<file path="src/hdl/mfm_pkg.sv">
// Package for the machine fault monitor: field widths, register indexes,
// error codes and reset values. No dependencies.
`default_nettype none

package mfm_pkg;

    // payload field widths
    localparam int unsigned POS_W   = 3;
    localparam int unsigned GUARD_W = 2;
    localparam int unsigned MOT_W   = 3;
    localparam int unsigned STEP_W  = 24;
    localparam int unsigned TIMER_W = 16;
    localparam int unsigned CODE_W  = 4;
    localparam int unsigned STOP_W  = 4;
    localparam int unsigned LPOS_W  = 2;

    // packed widths on the stream ports
    localparam int unsigned IN_BITS   = 89;
    localparam int unsigned IN_TDATA  = 96;
    localparam int unsigned OUT_BITS  = 9;
    localparam int unsigned OUT_TDATA = 16;

    // configuration port
    localparam int unsigned ADDR_W = 5;
    localparam int unsigned DATA_W = 32;

    typedef logic [2:0] t_reg_idx;
    localparam t_reg_idx REG_M2_LIMIT = 3'd0;
    localparam t_reg_idx REG_M3_LIMIT = 3'd1;
    localparam t_reg_idx REG_M4_LIMIT = 3'd2;
    localparam t_reg_idx REG_FILM_TO  = 3'd3;
    localparam t_reg_idx REG_BLANKING = 3'd4;

    typedef logic [CODE_W-1:0] t_code;
    localparam t_code ERR_NONE     = 4'd0;
    localparam t_code ERR_GUARD    = 4'd1;
    localparam t_code ERR_M2_OVER  = 4'd2;
    localparam t_code ERR_FILM     = 4'd5;
    localparam t_code ERR_INIT     = 4'd6;
    localparam t_code ERR_MULTI    = 4'd7;
    localparam t_code ERR_SEQ_3_2  = 4'd8;
    localparam t_code ERR_SEQ_1_3  = 4'd9;
    localparam t_code ERR_SEQ_2_1  = 4'd10;

    // last seen position sensor
    typedef logic [LPOS_W-1:0] t_lpos;
    localparam t_lpos LPOS_NONE = 2'd0;
    localparam t_lpos LPOS_ONE  = 2'd1;
    localparam t_lpos LPOS_TWO  = 2'd2;
    localparam t_lpos LPOS_THREE = 2'd3;

    localparam logic [STEP_W-1:0]  RST_STEP_LIMIT = 24'd65535;
    localparam logic [TIMER_W-1:0] RST_FILM_TO    = 16'd1000;
    localparam logic [TIMER_W-1:0] RST_BLANKING   = 16'd100;

endpackage

`default_nettype wire

</file>
<file path="src/hdl/machine_fault_monitor.sv">
// Machine fault monitor top level: input register, per-tick fault checks,
// output register, APB register file. Depends on mfm_pkg.
`default_nettype none

// Usage
//   One request on s_axis is one millisecond tick snapshot of sensors, magnets
//   and motor step counts. For each request exactly one result request leaves
//   on m_axis: fault flag, error code (last check that fired wins) and motor
//   stop bits. Registers (step limits, film timeout, blanking length) sit on
//   the APB port; the user must write them only while the block is idle, the
//   block does not enforce it. Writing the film timeout reloads the film
//   timer, writing the blanking length restarts blanking.
//   Path: input register, then the checks, then the result register.
//   Throughput: one request per cycle while m_axis_tready holds, set by
//   the single pass of check logic between the two registers; per-tick
//   state (film timer, blanking count, last position) updates in the same
//   cycle the result is registered.
//   Reset (synchronous, active low) restores register defaults (limits 65535,
//   film timeout 1000, blanking 100), clears last position and empties both
//   stages. While blanking counts down, results are all zero.
//   When the receiver stalls the result holds in the output register; the
//   input register still takes one more request, then s_axis_tready drops.
module machine_fault_monitor #(
    parameter int unsigned STEP_COUNT_BITS = 24
) (
    input  wire logic                                i_clk,
    input  wire logic                                i_rst_n,
    // stream in, tdata from bit 0: position_sensors[3], guard_sensors[2],
    // film_sensor, init_present, machine_in_init, motor_enables[3],
    // home_sensors[3], motor2_steps[24], motor3_steps[24], motor4_steps[24],
    // magnet_states[3], zero fill
    input  wire logic                                s_axis_tvalid,
    output logic                                     s_axis_tready,
    input  wire logic [mfm_pkg::IN_TDATA-1:0]        s_axis_tdata,
    // stream out, tdata from bit 0: fault, error_code[4], stop_motors[4],
    // zero fill
    output logic                                     m_axis_tvalid,
    input  wire logic                                m_axis_tready,
    output logic [mfm_pkg::OUT_TDATA-1:0]            m_axis_tdata,
    // APB register port
    input  wire logic                                psel,
    input  wire logic                                penable,
    input  wire logic                                pwrite,
    input  wire logic [mfm_pkg::ADDR_W-1:0]          paddr,
    input  wire logic [mfm_pkg::DATA_W-1:0]          pwdata,
    output logic [mfm_pkg::DATA_W-1:0]               prdata,
    output logic                                     pready
);

    // compare width: step counts are 24 bits, compared in their low
    // STEP_COUNT_BITS bits (all 24 bits when STEP_COUNT_BITS is larger)
    localparam int unsigned CMP_W =
        (STEP_COUNT_BITS < mfm_pkg::STEP_W) ? STEP_COUNT_BITS : mfm_pkg::STEP_W;

    // ---------------- registers ----------------
    logic [mfm_pkg::STEP_W-1:0]   r_m2_limit, r_m3_limit, r_m4_limit;
    logic [mfm_pkg::TIMER_W-1:0]  r_film_to, r_blanking;

    logic [mfm_pkg::TIMER_W-1:0]  r_film_timer, n_film_timer;
    logic [mfm_pkg::TIMER_W-1:0]  r_blank_cnt, n_blank_cnt;
    mfm_pkg::t_lpos               r_last_pos, n_last_pos;

    logic                         r_in_valid;
    logic [mfm_pkg::IN_BITS-1:0]  r_in_data;
    logic                         r_out_valid;
    logic [mfm_pkg::OUT_BITS-1:0] r_out_data, n_out_data;

    logic                         w_cfg_wr;
    mfm_pkg::t_reg_idx            w_idx;
    logic                         w_adv;

    assign pready   = 1'b1;
    assign w_cfg_wr = psel & penable & pwrite & pready;
    assign w_idx    = paddr[mfm_pkg::ADDR_W-1:2];

    // stage handshake: input stage moves into output register when that is
    // free or being drained this cycle
    assign w_adv         = r_in_valid & (~r_out_valid | m_axis_tready);
    assign s_axis_tready = ~r_in_valid | w_adv;
    assign m_axis_tvalid = r_out_valid;
    assign m_axis_tdata  = {{(mfm_pkg::OUT_TDATA - mfm_pkg::OUT_BITS){1'b0}}, r_out_data};

    // register readback
    always_comb begin
        prdata = '0;
        unique case (w_idx)
            mfm_pkg::REG_M2_LIMIT: prdata = {8'd0, r_m2_limit};
            mfm_pkg::REG_M3_LIMIT: prdata = {8'd0, r_m3_limit};
            mfm_pkg::REG_M4_LIMIT: prdata = {8'd0, r_m4_limit};
            mfm_pkg::REG_FILM_TO:  prdata = {16'd0, r_film_to};
            mfm_pkg::REG_BLANKING: prdata = {16'd0, r_blanking};
            default:               prdata = '0;
        endcase
    end

    // ---------------- input field unpack ----------------
    logic [2:0]                  w_pos;
    logic [1:0]                  w_guard;
    logic                        w_film, w_init_ok, w_in_init;
    logic [2:0]                  w_en, w_home, w_mag;
    logic [mfm_pkg::STEP_W-1:0]  w_steps [3];
    logic [mfm_pkg::STEP_W-1:0]  w_limit [3];

    assign w_pos      = r_in_data[2:0];
    assign w_guard    = r_in_data[4:3];
    assign w_film     = r_in_data[5];
    assign w_init_ok  = r_in_data[6];
    assign w_in_init  = r_in_data[7];
    assign w_en       = r_in_data[10:8];
    assign w_home     = r_in_data[13:11];
    assign w_steps[0] = r_in_data[37:14];
    assign w_steps[1] = r_in_data[61:38];
    assign w_steps[2] = r_in_data[85:62];
    assign w_mag      = r_in_data[88:86];
    assign w_limit[0] = r_m2_limit;
    assign w_limit[1] = r_m3_limit;
    assign w_limit[2] = r_m4_limit;

    // ---------------- checks ----------------
    logic                        w_film_run;
    logic [mfm_pkg::TIMER_W-1:0] w_timer_dec;
    logic                        w_any;
    mfm_pkg::t_code              w_code;
    logic [mfm_pkg::STOP_W-1:0]  w_stops;

    assign w_film_run  = (w_mag[2] & w_film) | (w_mag[0] & w_mag[1] & ~w_film);
    assign w_timer_dec = (r_film_timer != '0) ?
                         r_film_timer - mfm_pkg::TIMER_W'(1) : '0;

    always_comb begin
        n_blank_cnt  = r_blank_cnt;
        n_film_timer = r_film_timer;
        n_last_pos   = r_last_pos;
        w_any        = 1'b0;
        w_code       = mfm_pkg::ERR_NONE;
        w_stops      = '0;

        if (r_blank_cnt != '0) begin
            n_blank_cnt = r_blank_cnt - mfm_pkg::TIMER_W'(1);
        end else begin
            if (w_guard != 2'b11) begin
                w_stops[0] = 1'b1;
                w_code     = mfm_pkg::ERR_GUARD;
                w_any      = 1'b1;
            end
            for (int k = 0; k < 3; k++) begin
                if (w_en[k] && w_home[k] &&
                    (w_steps[k][CMP_W-1:0] > w_limit[k][CMP_W-1:0])) begin
                    w_stops[k+1] = 1'b1;
                    w_code       = mfm_pkg::ERR_M2_OVER + mfm_pkg::CODE_W'(k);
                    w_any        = 1'b1;
                end
            end
            // film timer counts down and sticks at zero
            if (w_film_run) begin
                n_film_timer = w_timer_dec;
                if (w_timer_dec == '0) begin
                    w_code = mfm_pkg::ERR_FILM;
                    w_any  = 1'b1;
                end
            end else begin
                n_film_timer = r_film_to;
            end
            if (w_in_init && !w_any && !w_init_ok) begin
                w_code = mfm_pkg::ERR_INIT;
                w_any  = 1'b1;
            end
            if ((w_pos[0] && (w_pos[1] || w_pos[2])) || (w_pos[1] && w_pos[2])) begin
                w_code = mfm_pkg::ERR_MULTI;
                w_any  = 1'b1;
            end
            // sequence: sensor two, then one, then three
            if (w_pos[1]) begin
                if (n_last_pos == mfm_pkg::LPOS_ONE) begin
                    w_code = mfm_pkg::ERR_SEQ_2_1;
                    w_any  = 1'b1;
                end
                n_last_pos = mfm_pkg::LPOS_TWO;
            end
            if (w_pos[0]) begin
                if (n_last_pos == mfm_pkg::LPOS_THREE) begin
                    w_code = mfm_pkg::ERR_SEQ_1_3;
                    w_any  = 1'b1;
                end
                n_last_pos = mfm_pkg::LPOS_ONE;
            end
            if (w_pos[2]) begin
                if (n_last_pos == mfm_pkg::LPOS_TWO) begin
                    w_code = mfm_pkg::ERR_SEQ_3_2;
                    w_any  = 1'b1;
                end
                n_last_pos = mfm_pkg::LPOS_THREE;
            end
        end
        n_out_data = {w_stops, w_code, w_any};
    end

    // ---------------- sequential ----------------
    always_ff @(posedge i_clk) begin
        if (!i_rst_n) begin
            r_m2_limit   <= mfm_pkg::RST_STEP_LIMIT;
            r_m3_limit   <= mfm_pkg::RST_STEP_LIMIT;
            r_m4_limit   <= mfm_pkg::RST_STEP_LIMIT;
            r_film_to    <= mfm_pkg::RST_FILM_TO;
            r_blanking   <= mfm_pkg::RST_BLANKING;
            r_film_timer <= mfm_pkg::RST_FILM_TO;
            r_blank_cnt  <= mfm_pkg::RST_BLANKING;
            r_last_pos   <= mfm_pkg::LPOS_NONE;
            r_in_valid   <= 1'b0;
            r_out_valid  <= 1'b0;
        end else begin
            // per-tick state moves with the request into the output register
            if (w_adv) begin
                r_film_timer <= n_film_timer;
                r_blank_cnt  <= n_blank_cnt;
                r_last_pos   <= n_last_pos;
            end
            // register writes must come only while idle; the block does not enforce it
            if (w_cfg_wr) begin
                unique case (w_idx)
                    mfm_pkg::REG_M2_LIMIT: r_m2_limit <= pwdata[mfm_pkg::STEP_W-1:0];
                    mfm_pkg::REG_M3_LIMIT: r_m3_limit <= pwdata[mfm_pkg::STEP_W-1:0];
                    mfm_pkg::REG_M4_LIMIT: r_m4_limit <= pwdata[mfm_pkg::STEP_W-1:0];
                    mfm_pkg::REG_FILM_TO: begin
                        r_film_to    <= pwdata[mfm_pkg::TIMER_W-1:0];
                        r_film_timer <= pwdata[mfm_pkg::TIMER_W-1:0];
                    end
                    mfm_pkg::REG_BLANKING: begin
                        r_blanking  <= pwdata[mfm_pkg::TIMER_W-1:0];
                        r_blank_cnt <= pwdata[mfm_pkg::TIMER_W-1:0];
                    end
                    default: ;
                endcase
            end
            if (s_axis_tvalid && s_axis_tready) begin
                r_in_valid <= 1'b1;
            end else if (w_adv) begin
                r_in_valid <= 1'b0;
            end
            if (w_adv) begin
                r_out_valid <= 1'b1;
            end else if (m_axis_tready) begin
                r_out_valid <= 1'b0;
            end
        end
    end

    always_ff @(posedge i_clk) begin
        if (s_axis_tvalid && s_axis_tready) begin
            r_in_data <= s_axis_tdata[mfm_pkg::IN_BITS-1:0];
        end
        if (w_adv) begin
            r_out_data <= n_out_data;
        end
    end

    // ---------------- assertions ----------------
    a_no_fault_clean: assert property (@(posedge i_clk) disable iff (!i_rst_n)
        (r_out_valid && !r_out_data[0]) |-> (r_out_data[mfm_pkg::OUT_BITS-1:1] == '0))
        else $error("result without fault carries a code or stop bits");

    a_stop_has_fault: assert property (@(posedge i_clk) disable iff (!i_rst_n)
        (r_out_valid && (r_out_data[8:5] != '0)) |-> r_out_data[0])
        else $error("stop bits raised without fault");

    a_blank_zero: assert property (@(posedge i_clk) disable iff (!i_rst_n)
        (w_adv && (r_blank_cnt != '0)) |=> (r_out_data == '0))
        else $error("nonzero result during blanking");

    a_timer_bound: assert property (@(posedge i_clk) disable iff (!i_rst_n)
        r_film_timer <= r_film_to)
        else $error("film timer above its reload value");

    a_lpos_sticky: assert property (@(posedge i_clk) disable iff (!i_rst_n)
        (r_last_pos != mfm_pkg::LPOS_NONE) |=> (r_last_pos != mfm_pkg::LPOS_NONE))
        else $error("last position cleared outside reset");

endmodule

`default_nettype wire

</file>
<file path="config.mk">
export PLATFORM = sky130hd
export DESIGN_NAME = machine_fault_monitor
export DESIGN_NICKNAME = d
export VERILOG_FILES = /design/src/hdl/mfm_pkg.sv /design/src/hdl/machine_fault_monitor.sv
export SDC_FILE = /design/constraint.sdc
export NUM_CORES = 1
export LEC_CHECK = 0
export BUFFER_PORTS_ARGS = -buffer_cell sky130_fd_sc_hd__buf_4
export CAP_MARGIN = 30
export CORE_MARGIN = 3
export CORE_UTILIZATION = 40
export DETAILED_ROUTE_END_ITERATION = 7
export SLEW_MARGIN = 30
export SYNTH_ARGS = -nofsm -noshare
export SYNTH_HDL_FRONTEND = slang
export SYNTH_SLANG_ARGS = --single-unit
</file>
<file path="constraint.sdc">
create_clock -name i_clk -period 4.5 [get_ports i_clk]
set_input_delay 0.9 -clock i_clk [delete_from_list [all_inputs] [get_ports i_clk]]
set_output_delay 0.9 -clock i_clk [all_outputs]
set_load 0.01 [all_outputs]
</file>
---- After elaboration in Yosys (flattened, before gate mapping) ----
Index checks and enable logic that the tools add are counted.
word-level totals
  flip-flop bits (word level) ............. 238
  output and inout bits ................... 51
cells by class
  add/subtract/negate cells ............... 2
  magnitude comparators ................... 3
  equality and inequality tests ........... 8
  mux-type cells .......................... 53
  bitwise gates (word level) .............. 13
  reductions and logical operators ........ 27
operator list
  kind                   number
  $mux 16                10
  $pmux 24 s5            1
  $gt 24x24->1           3
  $mux 4                 14
  $reduce_bool 16->1     2
  $sub 16x1->16 const B  2
  $mux 1                 23
  $logic_not 16->1       1
  $reduce_and 2->1       6
  $logic_and 1x1->1      11
  $mux 2                 5
  $and 1x1->1            6
  $eq 3x2->1 const B     2
  $eq 2x2->1 const B     2
  $not 1->1              4
  $reduce_bool 2->1      2
  $eq 3x1->1 const B     1
  $eq 3x3->1 const B     1
  $logic_not 3->1        1
  $or 1x1->1             3
  $eq 2x1->1 const B     1
  $logic_not 1->1        2
  $logic_or 1x1->1       2
  $ne 2x2->1 const B     1

---- Logic depth before layout (Yosys ltp) ----
Gate-level depths: netlist of run 1.
  word-level depth ........................ 19
  gate-level depth with buffers ........... 11
  depth with buffers taken out ............ 10

---- Worst setup path before layout of run 1 ----
No wires, ideal clock.
  path kind ............................... input -> register
  start ................................... input m_axis_tready
  end ..................................... register r_in_data[0] (netlist bit) (enable)
  library setup time ...................... 0.458 ns
  data arrival time ....................... 3.181 ns
  data required time ...................... 4.042 ns
  slack ................................... 0.861 ns
  stages .................................. 3
  path buffers ............................ 0
  cells stage by stage .................... nor2b_1 nand2_1 and2_1
on the way
  word-level cells in the longest chain between the ends .. 4
RTL lines
  what                    line                          source
  start: declaration      machine_fault_monitor.sv:38   input wire logic m_axis_tready,
  $or 1x1->1              machine_fault_monitor.sv:78   assign w_adv = r_in_valid & (~r_out_valid | m_axis_tready);
  $and 1x1->1             machine_fault_monitor.sv:78
  $or 1x1->1              machine_fault_monitor.sv:79   assign s_axis_tready = ~r_in_valid | w_adv;
  via s_axis_tready       machine_fault_monitor.sv:33   output logic s_axis_tready,
  $logic_and 1x1->1       machine_fault_monitor.sv:249  if (s_axis_tvalid && s_axis_tready) begin
  end signal: assignment  machine_fault_monitor.sv:250  r_in_data <= s_axis_tdata[mfm_pkg::IN_BITS-1:0];
  end: declaration        machine_fault_monitor.sv:64   logic [mfm_pkg::IN_BITS-1:0] r_in_data;
The timed path passes the listed nets, and every way through them passes these cells.
A chain may end at the register's enable or synchronous reset.

---- Worst setup path in the final report of run 1 ----
  start ................................... input paddr[2] (netlist bit)
  end ..................................... output prdata[11] (netlist bit)
on the way
  word-level cells in the longest chain between the ends .. 2
  elaborated cells between the ends (all ways) .. 6
  classes of those cells .................. eq/ne: 4; mux: 1; reduce/logical: 1
RTL lines
  what                                      line                         source
  start: declaration                        machine_fault_monitor.sv:44  input wire logic [mfm_pkg::ADDR_W-1:0] paddr,
  $eq 3x3->1, or another cell as far along  machine_fault_monitor.sv:86  unique case (w_idx)
  $pmux 24 s5 *                             machine_fault_monitor.sv:86
  end: declaration                          machine_fault_monitor.sv:46  output logic [mfm_pkg::DATA_W-1:0] prdata,
Every way passes the cells marked *; elsewhere a longest branch is shown, timed or not.

==> impl_results.md, run 1 <==
* Status: finished clean
* Worst path arrival time at between 2 and 3 ns
* Synth top area share at 0.253
* # port buffers at ~160
* Gate Count Post-Synth at ~1300
* Static leakage at ~0.0058 uW
* Post-Route WL at between 30 and 40 mm
* TritonCTS clock tree: done
* Largest net degree at the start of global routing at 72
* Ant diodes at 0
* Number of detailed-route iterations in the first pass at 6
* Layout Utilization at 0.496
* Synth area leader: edfxtp_1
* EDFF count, synth at 98
* Placed inst area at about 13000 sq um
* Setup Crit Path Kind: input pin to output pin
* DP Worst Slack at just over 1 ns
* CP Data Required Time at between 3 and 4 ns
* RSZ-0062 raised after global routing: false
* Final worst path period need at around 3.5 ns
* Synth Cell Area at between 10000 and 15000 sq um
* Layout Area Growth over Synthesis at 20.4%
* Max Cap Viol at 0
* Hold Path Class: flop to flop
* ANT nets after route at 0
* Post-route design area at around 14000 sq um
* GRT Util Overall at 0.209
* Sink Count at roughly 240
* GR Overflow Total at 0
* Vias/cell at about 5.4
* Main combinational cell family by area after synthesis: compound AO/OA/AOI/OAI gates
* Xor/xnor share of the synthesized area at 0.0135
* Io pins at between 150 and 200
* F_max at between 0.2 and 0.3 GHz
* Most frequent cell after synthesis: nand2_1
* Worst slew pin tran at 0.911 ns
* Final Hold Viols at 0
* Commonest cells in the netlist: nand2_1, dfxtp_1, a21oi_1
* Final nets at 1610
* Share of cells above drive strength 1 at 0.169
* HPWL Detailed at roughly 24 mm
* Setup bufs post-CTS at 0
* Root buffer cell: clkbuf_16
* Worst-path clk slew at ~0.06 ns
* Setup violators final at 0
* Maximum fanout along the worst path at between 40 and 50
* Peak VDD IR at 0.240 mV
* Setup_tns at 0 ns
* Vias in the first global route at around 9000
* #FFs+latches synth at roughly 240
* Power per cell area at about 360 nW/um^2
* First-pass GRT wire length at 51.0 mm
* Top FF cell, synth: dfxtp_1
* Skew final at roughly 0.013 ns
* Row count at 61
* DR WL/cell at 18.5 microns
* Iteration-0 DRC Markers at approximately 930
* Post-synth ARST share at 0
* Critical Path End Type: output pin
* Final period util at 0.785
* Mux share of post-synthesis cell area at 0.0108
* Sequential share of the synthesized area at 0.494
* Post-synthesis compound-gate area fraction at 0.187
* Synth Area in Simple Gates at 0.152
* H-tree depth reported by CTS at 1
* Synth cell types at 62
* Fin. max-slew vios at 0
* Area of the core at between 20000 and 30000 sq um
* Yosys warns at 0
* Initial antenna violation count at 0
* Synth Area in Adders at 0.0796
* Post-cts resize count at 0
* GPL Wtd Cong at ~0.9
* Final worst slack at a little under 1 ns
* Die height at ~180 microns
* Drt drc at 0
* Die X at 176 microns
* CTS Buf Count at 27
* Max_slew headroom at 0.393
* Vias at slightly below 10000
* CTS Hold Bufs at 0
* Top cells by area, synth: edfxtp_1, dfxtp_1, ha_1
* Die ar. at a little over 30000 sq um
* Avg Cell Area, Syn at 9.20 sq um
* Clk_lat worst skew at 0.54 ns
* Setup crit start kind: input pin
* Worst-case clock buffer depth at 3
* Initial core utilization at 0.412
[sequential cells by signal (all words and copies together) (netlist names)]
name	cells
r_in_data	89
r_m2_limit	24
r_m3_limit	24
r_m4_limit	24
r_blank_cnt	16
r_blanking	16
r_film_timer	16
r_film_to	16
r_out_data	9
r_last_pos	2
m_axis_tvalid	1
r_in_valid	1
[path summary, 6_finish.rpt]
path / from / end / slack (ns) / depth (start not counted)
max: paddr[2] / prdata[11] / 0.97 / 6
min: r_blanking[10] / r_blanking[10] / 0.46 / 2
max reg2reg: r_blank_cnt[6] / r_film_timer[3] / 1.40 / 6
min reg2reg: r_blanking[10] / r_blanking[10] / 0.46 / 2
[worst max-delay path: stages]
cell and delay [ns]:
buf_4 0.45, nor2b_1 0.32, buf_4 0.24, a22oi_1 0.11
o22ai_1 0.36, buf_4 0.20
[through the flow]
step | instances | hold slack [ns] | total power, uW
2_1_floorplan | 1278 | 0.436 | 2620
3_3_place_gp | 1745 | 0.443 | 2820
6_report | 1794 | 0.456 | 5020
5_1_grt | 1794 | 0.476 | 5220
3_5_place_dp | 1745 | 0.447 | 2830
4_1_cts | 1794 | 0.455 | 5080
[power breakdown]
part	internal (uW)	switching, uW	total, uW	leakage (uW)
Combinational	180	254	435	0.00321
Clock	1350	886	2240	0.000456
Sequential	2320	31.1	2350	0.00209
[per-layer routing]
layer	share of wire	wire (microns)	global-route usage
met3	0.075	2500	0.0387
met1	0.45	14800	0.293
met5	0	0	0
met4	0.023	767	0.0475
met2	0.46	15100	0.336
[placed cells by master (no fill, tap or decap), types with 17 or more instances in the layout]
master,n
nand2_1,215
a21oi_1,125
o21ai_0,76
ha_1,74
edfxtp_1,98
dfxtp_1,140
buf_4,172
o22ai_1,17
a22oi_1,35
nand4_1,20
clkbuf_16,30
nor2_1,81
nor3_1,19
o211ai_1,53
inv_1,86
[logic make-up (layout without fill, tap and decap cells)]
logic type / after synthesis / count (layout)
AOI/OAI and AO/OA: 352 / 352
xor gates and xnor gates: 17 / 17
adders and majority gates: 74 / 74
buffers and inverters: 170 / 308
DFF: 238 / 238
muxes: 11 / 11
other: 2 / 16
and+or+nand+nor: 400 / 400
[area by class of cell]
class | instances | area (sq um)
timing repair buffer | 172 | 1290
clock buffer | 44 | 895
inverter | 87 | 327
multi-input combinational | 870 | 5230
tap | 378 | 473
sequential | 238 | 5750
clock inverter | 5 | 33.8
fill | 2719 | 14200
(Power assumes the default switching activity.)
==> run 2: changes to the inputs <==
==> constraint.sdc (replaced) <==
create_clock -name i_clk -period 3.3 [get_ports i_clk]
set_input_delay 0.66 -clock i_clk [delete_from_list [all_inputs] [get_ports i_clk]]
set_output_delay 0.66 -clock i_clk [all_outputs]
set_load 0.01 [all_outputs]
==> run 2 against run 1 <==
Against the previous run:
- clock-buffer cell count shrank 12
- sequential share of layout area shrank 0.16 points
- core utilization grew 0.20 points
- critical path type unchanged
- total power up 33%
- global-route usage rose by 0.11 points
- flip-flop and latch count did not move
- critical endpoint unchanged
- setup slack got worse by 0.50 ns
- non-clock buffer count rose by 11
- largest power group unchanged
- combinational power rose by 40%
==> impl_results.md, run 2 (synthesized netlist as in run 1, its figures left out) <==
* CTS Hold Bufs at 0
* TritonCTS clock tree: done
* Drt drc at 0
* Critical R2R Capture: r_out_data[2]
* Post-cts resize count at 0
* Crit-path cells: buf_4, buf_4, nor2b_1, buf_4, a22oi_1, o22ai_1, buf_4
* Fin. max-slew vios at 0
* Sink Count at between 200 and 250
* Initial antenna violation count at 0
* Worst r2r src: r_film_timer[0]
* CP Data Required Time at about 2.6 ns
* Critical Path End Type: output pin
* Met2 Wirelength at roughly 15 mm
* Slowest-stage cell, CP: o22ai_1
* Root buffer cell: clkbuf_16
* Hold Path Class: input pin to flop
* Metal3 WL at just under 3 mm
* Ant diodes at 0
* Share of cells above drive strength 1 at 0.173
* H-tree depth reported by CTS at 1
* Setup crit start kind: input pin
* Status: finished clean
* Stages on worst setup path at 7
* Crit path capture: prdata[11]
* Final worst path period need at approximately 2.8 ns
* Largest register FFs at just under 90
* Io pins at approximately 190
* Most flop-heavy register: r_in_data
* Hold Path Origin: s_axis_tdata[11]
* Setup Crit Path Kind: input pin to output pin
* Setup bufs post-CTS at 0
* First-pass GRT wire length at a little over 50 mm
* Setup_tns at 0 ns
* Highest routed metal layer: met4
* Worst Setup SP: paddr[2]
* Max Cap Viol at 0
* Area of the core at between 20000 and 30000 sq um
* Post-Route M1 WL at around 14 mm
* Post-Route WL at 33.2 mm
* Final Power at around 6700 uW
* HPWL Detailed at between 20 and 25 mm
* Initial core utilization at 0.412
* Layout Area Growth over Synthesis at 20.9%
* Cell mode on critical path: buf_4
* Delay-heaviest family, CP: buffers and inverters
* Number of detailed-route iterations in the first pass at 5
* Final period util at 0.859
* Vias at between 9000 and 10000
* Final nets at 1622
* GPL Wtd Cong at around 0.9
* Reg2Reg Setup Slack at ~0.53 ns
* Die height at approximately 180 microns
* Vias in the first global route at between 9000 and 10000
* Worst-case clock buffer depth at 3
* RSZ-0062 raised after global routing: false
* Final Hold Viols at 0
* Row count at 61
* Static leakage at roughly 0.0058 uW
* CP peak stage delay at 0.38 ns
* # port buffers at 157
* CTS Buf Count at 28
* Die X at approximately 180 microns
* F_max at 0.353 GHz
* DR WL/cell at approximately 18 microns
* Reg2reg path depth at 10
* Largest net degree at the start of global routing at 90
* GR Overflow Total at 0
* Commonest cells after routing, fill and taps aside: nand2_1, buf_4, dfxtp_1
* Skew final at between 0.01 and 0.015 ns
* Commonest non-fill, non-tap cell in the layout: nand2_1
* Die ar. at 31100 sq um
* Iteration-0 DRC Markers at between 800 and 900
* Max_slew headroom at 0.349
* Vias/cell at between 5 and 6
* Power per cell area at ~480 nW/um^2
* Worst slew pin tran at 0.973 ns
* Worst-path clk slew at ~0.06 ns
* GRT Util Overall at 0.210
* WP buf/inv at 4
* Setup violators final at 0
* Maximum fanout along the worst path at 25
* Peak VDD IR at around 0.31 mV
* Clk_lat worst skew at roughly 0.55 ns
* Worst path arrival time at approximately 2.2 ns
* ANT nets after route at 0
==> run 2: cell count changes in the layout (fill, tap and decap cells not counted), sizes merged <==
cell      change
inv           -1
clkbuf       -12
clkinv       +14
bufinv        +1
buf          +11
clkinvlp      +1
==> run 2: area by class of cell <==
class	count	area (sq um)
sequential	238	5750
multi-input combinational	870	5230
timing repair buffer	183	1420
tap	378	473
inverter	87	327
clock inverter	20	136
clock buffer	32	716
fill	2692	14200
==> run 2: worst register-to-register path, delay by kind of cell (launching register included) <==
| family | cells | cell delay (ns) |
|---|---|---|
| compound gates | 5 | 0.74 |
| fa+ha+maj | 1 | 0.29 |
| buf+inv | 1 | 0.12 |
| flops | 1 | 0.34 |
| simple gates | 3 | 1.01 |
==> run 2: per-stage QoR <==
| stage | setup slack [ns] | hold slack (ns) | util | std cells | area, sq um |
|---|---|---|---|---|---|
| 2_1_floorplan | 0.577 | 0.436 | - | 1278 | 11700 |
| 3_3_place_gp | 0.529 | 0.443 | 0.467 | 1756 | 13200 |
| 3_5_place_dp | 0.508 | 0.446 | 0.467 | 1756 | 13200 |
| 4_1_cts | 0.508 | 0.263 | 0.498 | 1808 | 14100 |
| 5_1_grt | 0.326 | 0.256 | 0.498 | 1808 | 14100 |
| 6_report | 0.467 | 0.279 | 0.498 | 1808 | 14100 |
==> run 2: worst min path at each step <==
stage,endpoint,cells past startpoint
2_1_floorplan,r_blanking[0],2
3_3_place_gp,r_blanking[3],2
3_5_place_dp,r_blanking[15],2
4_1_cts,r_in_data[53],1
5_1_grt,r_in_data[81],1
6_report,r_in_data[11],1
==> run 2: routing by layer <==
layer / up-vias / GRT usage
met1: 4502 / 0.282
met5: - / 0
li1: 4775 / -
met3: 56 / 0.0523
met2: 357 / 0.331
met4: 0 / 0.0720
==> run 2: where the power goes <==
group / leakage (uW) / switching (uW) / internal [uW] / total, uW
registers: 0.00209 / 43.1 / 3160 / 3210
logic: 0.00328 / 353 / 257 / 610
clock network: 0.000416 / 1250 / 1630 / 2880
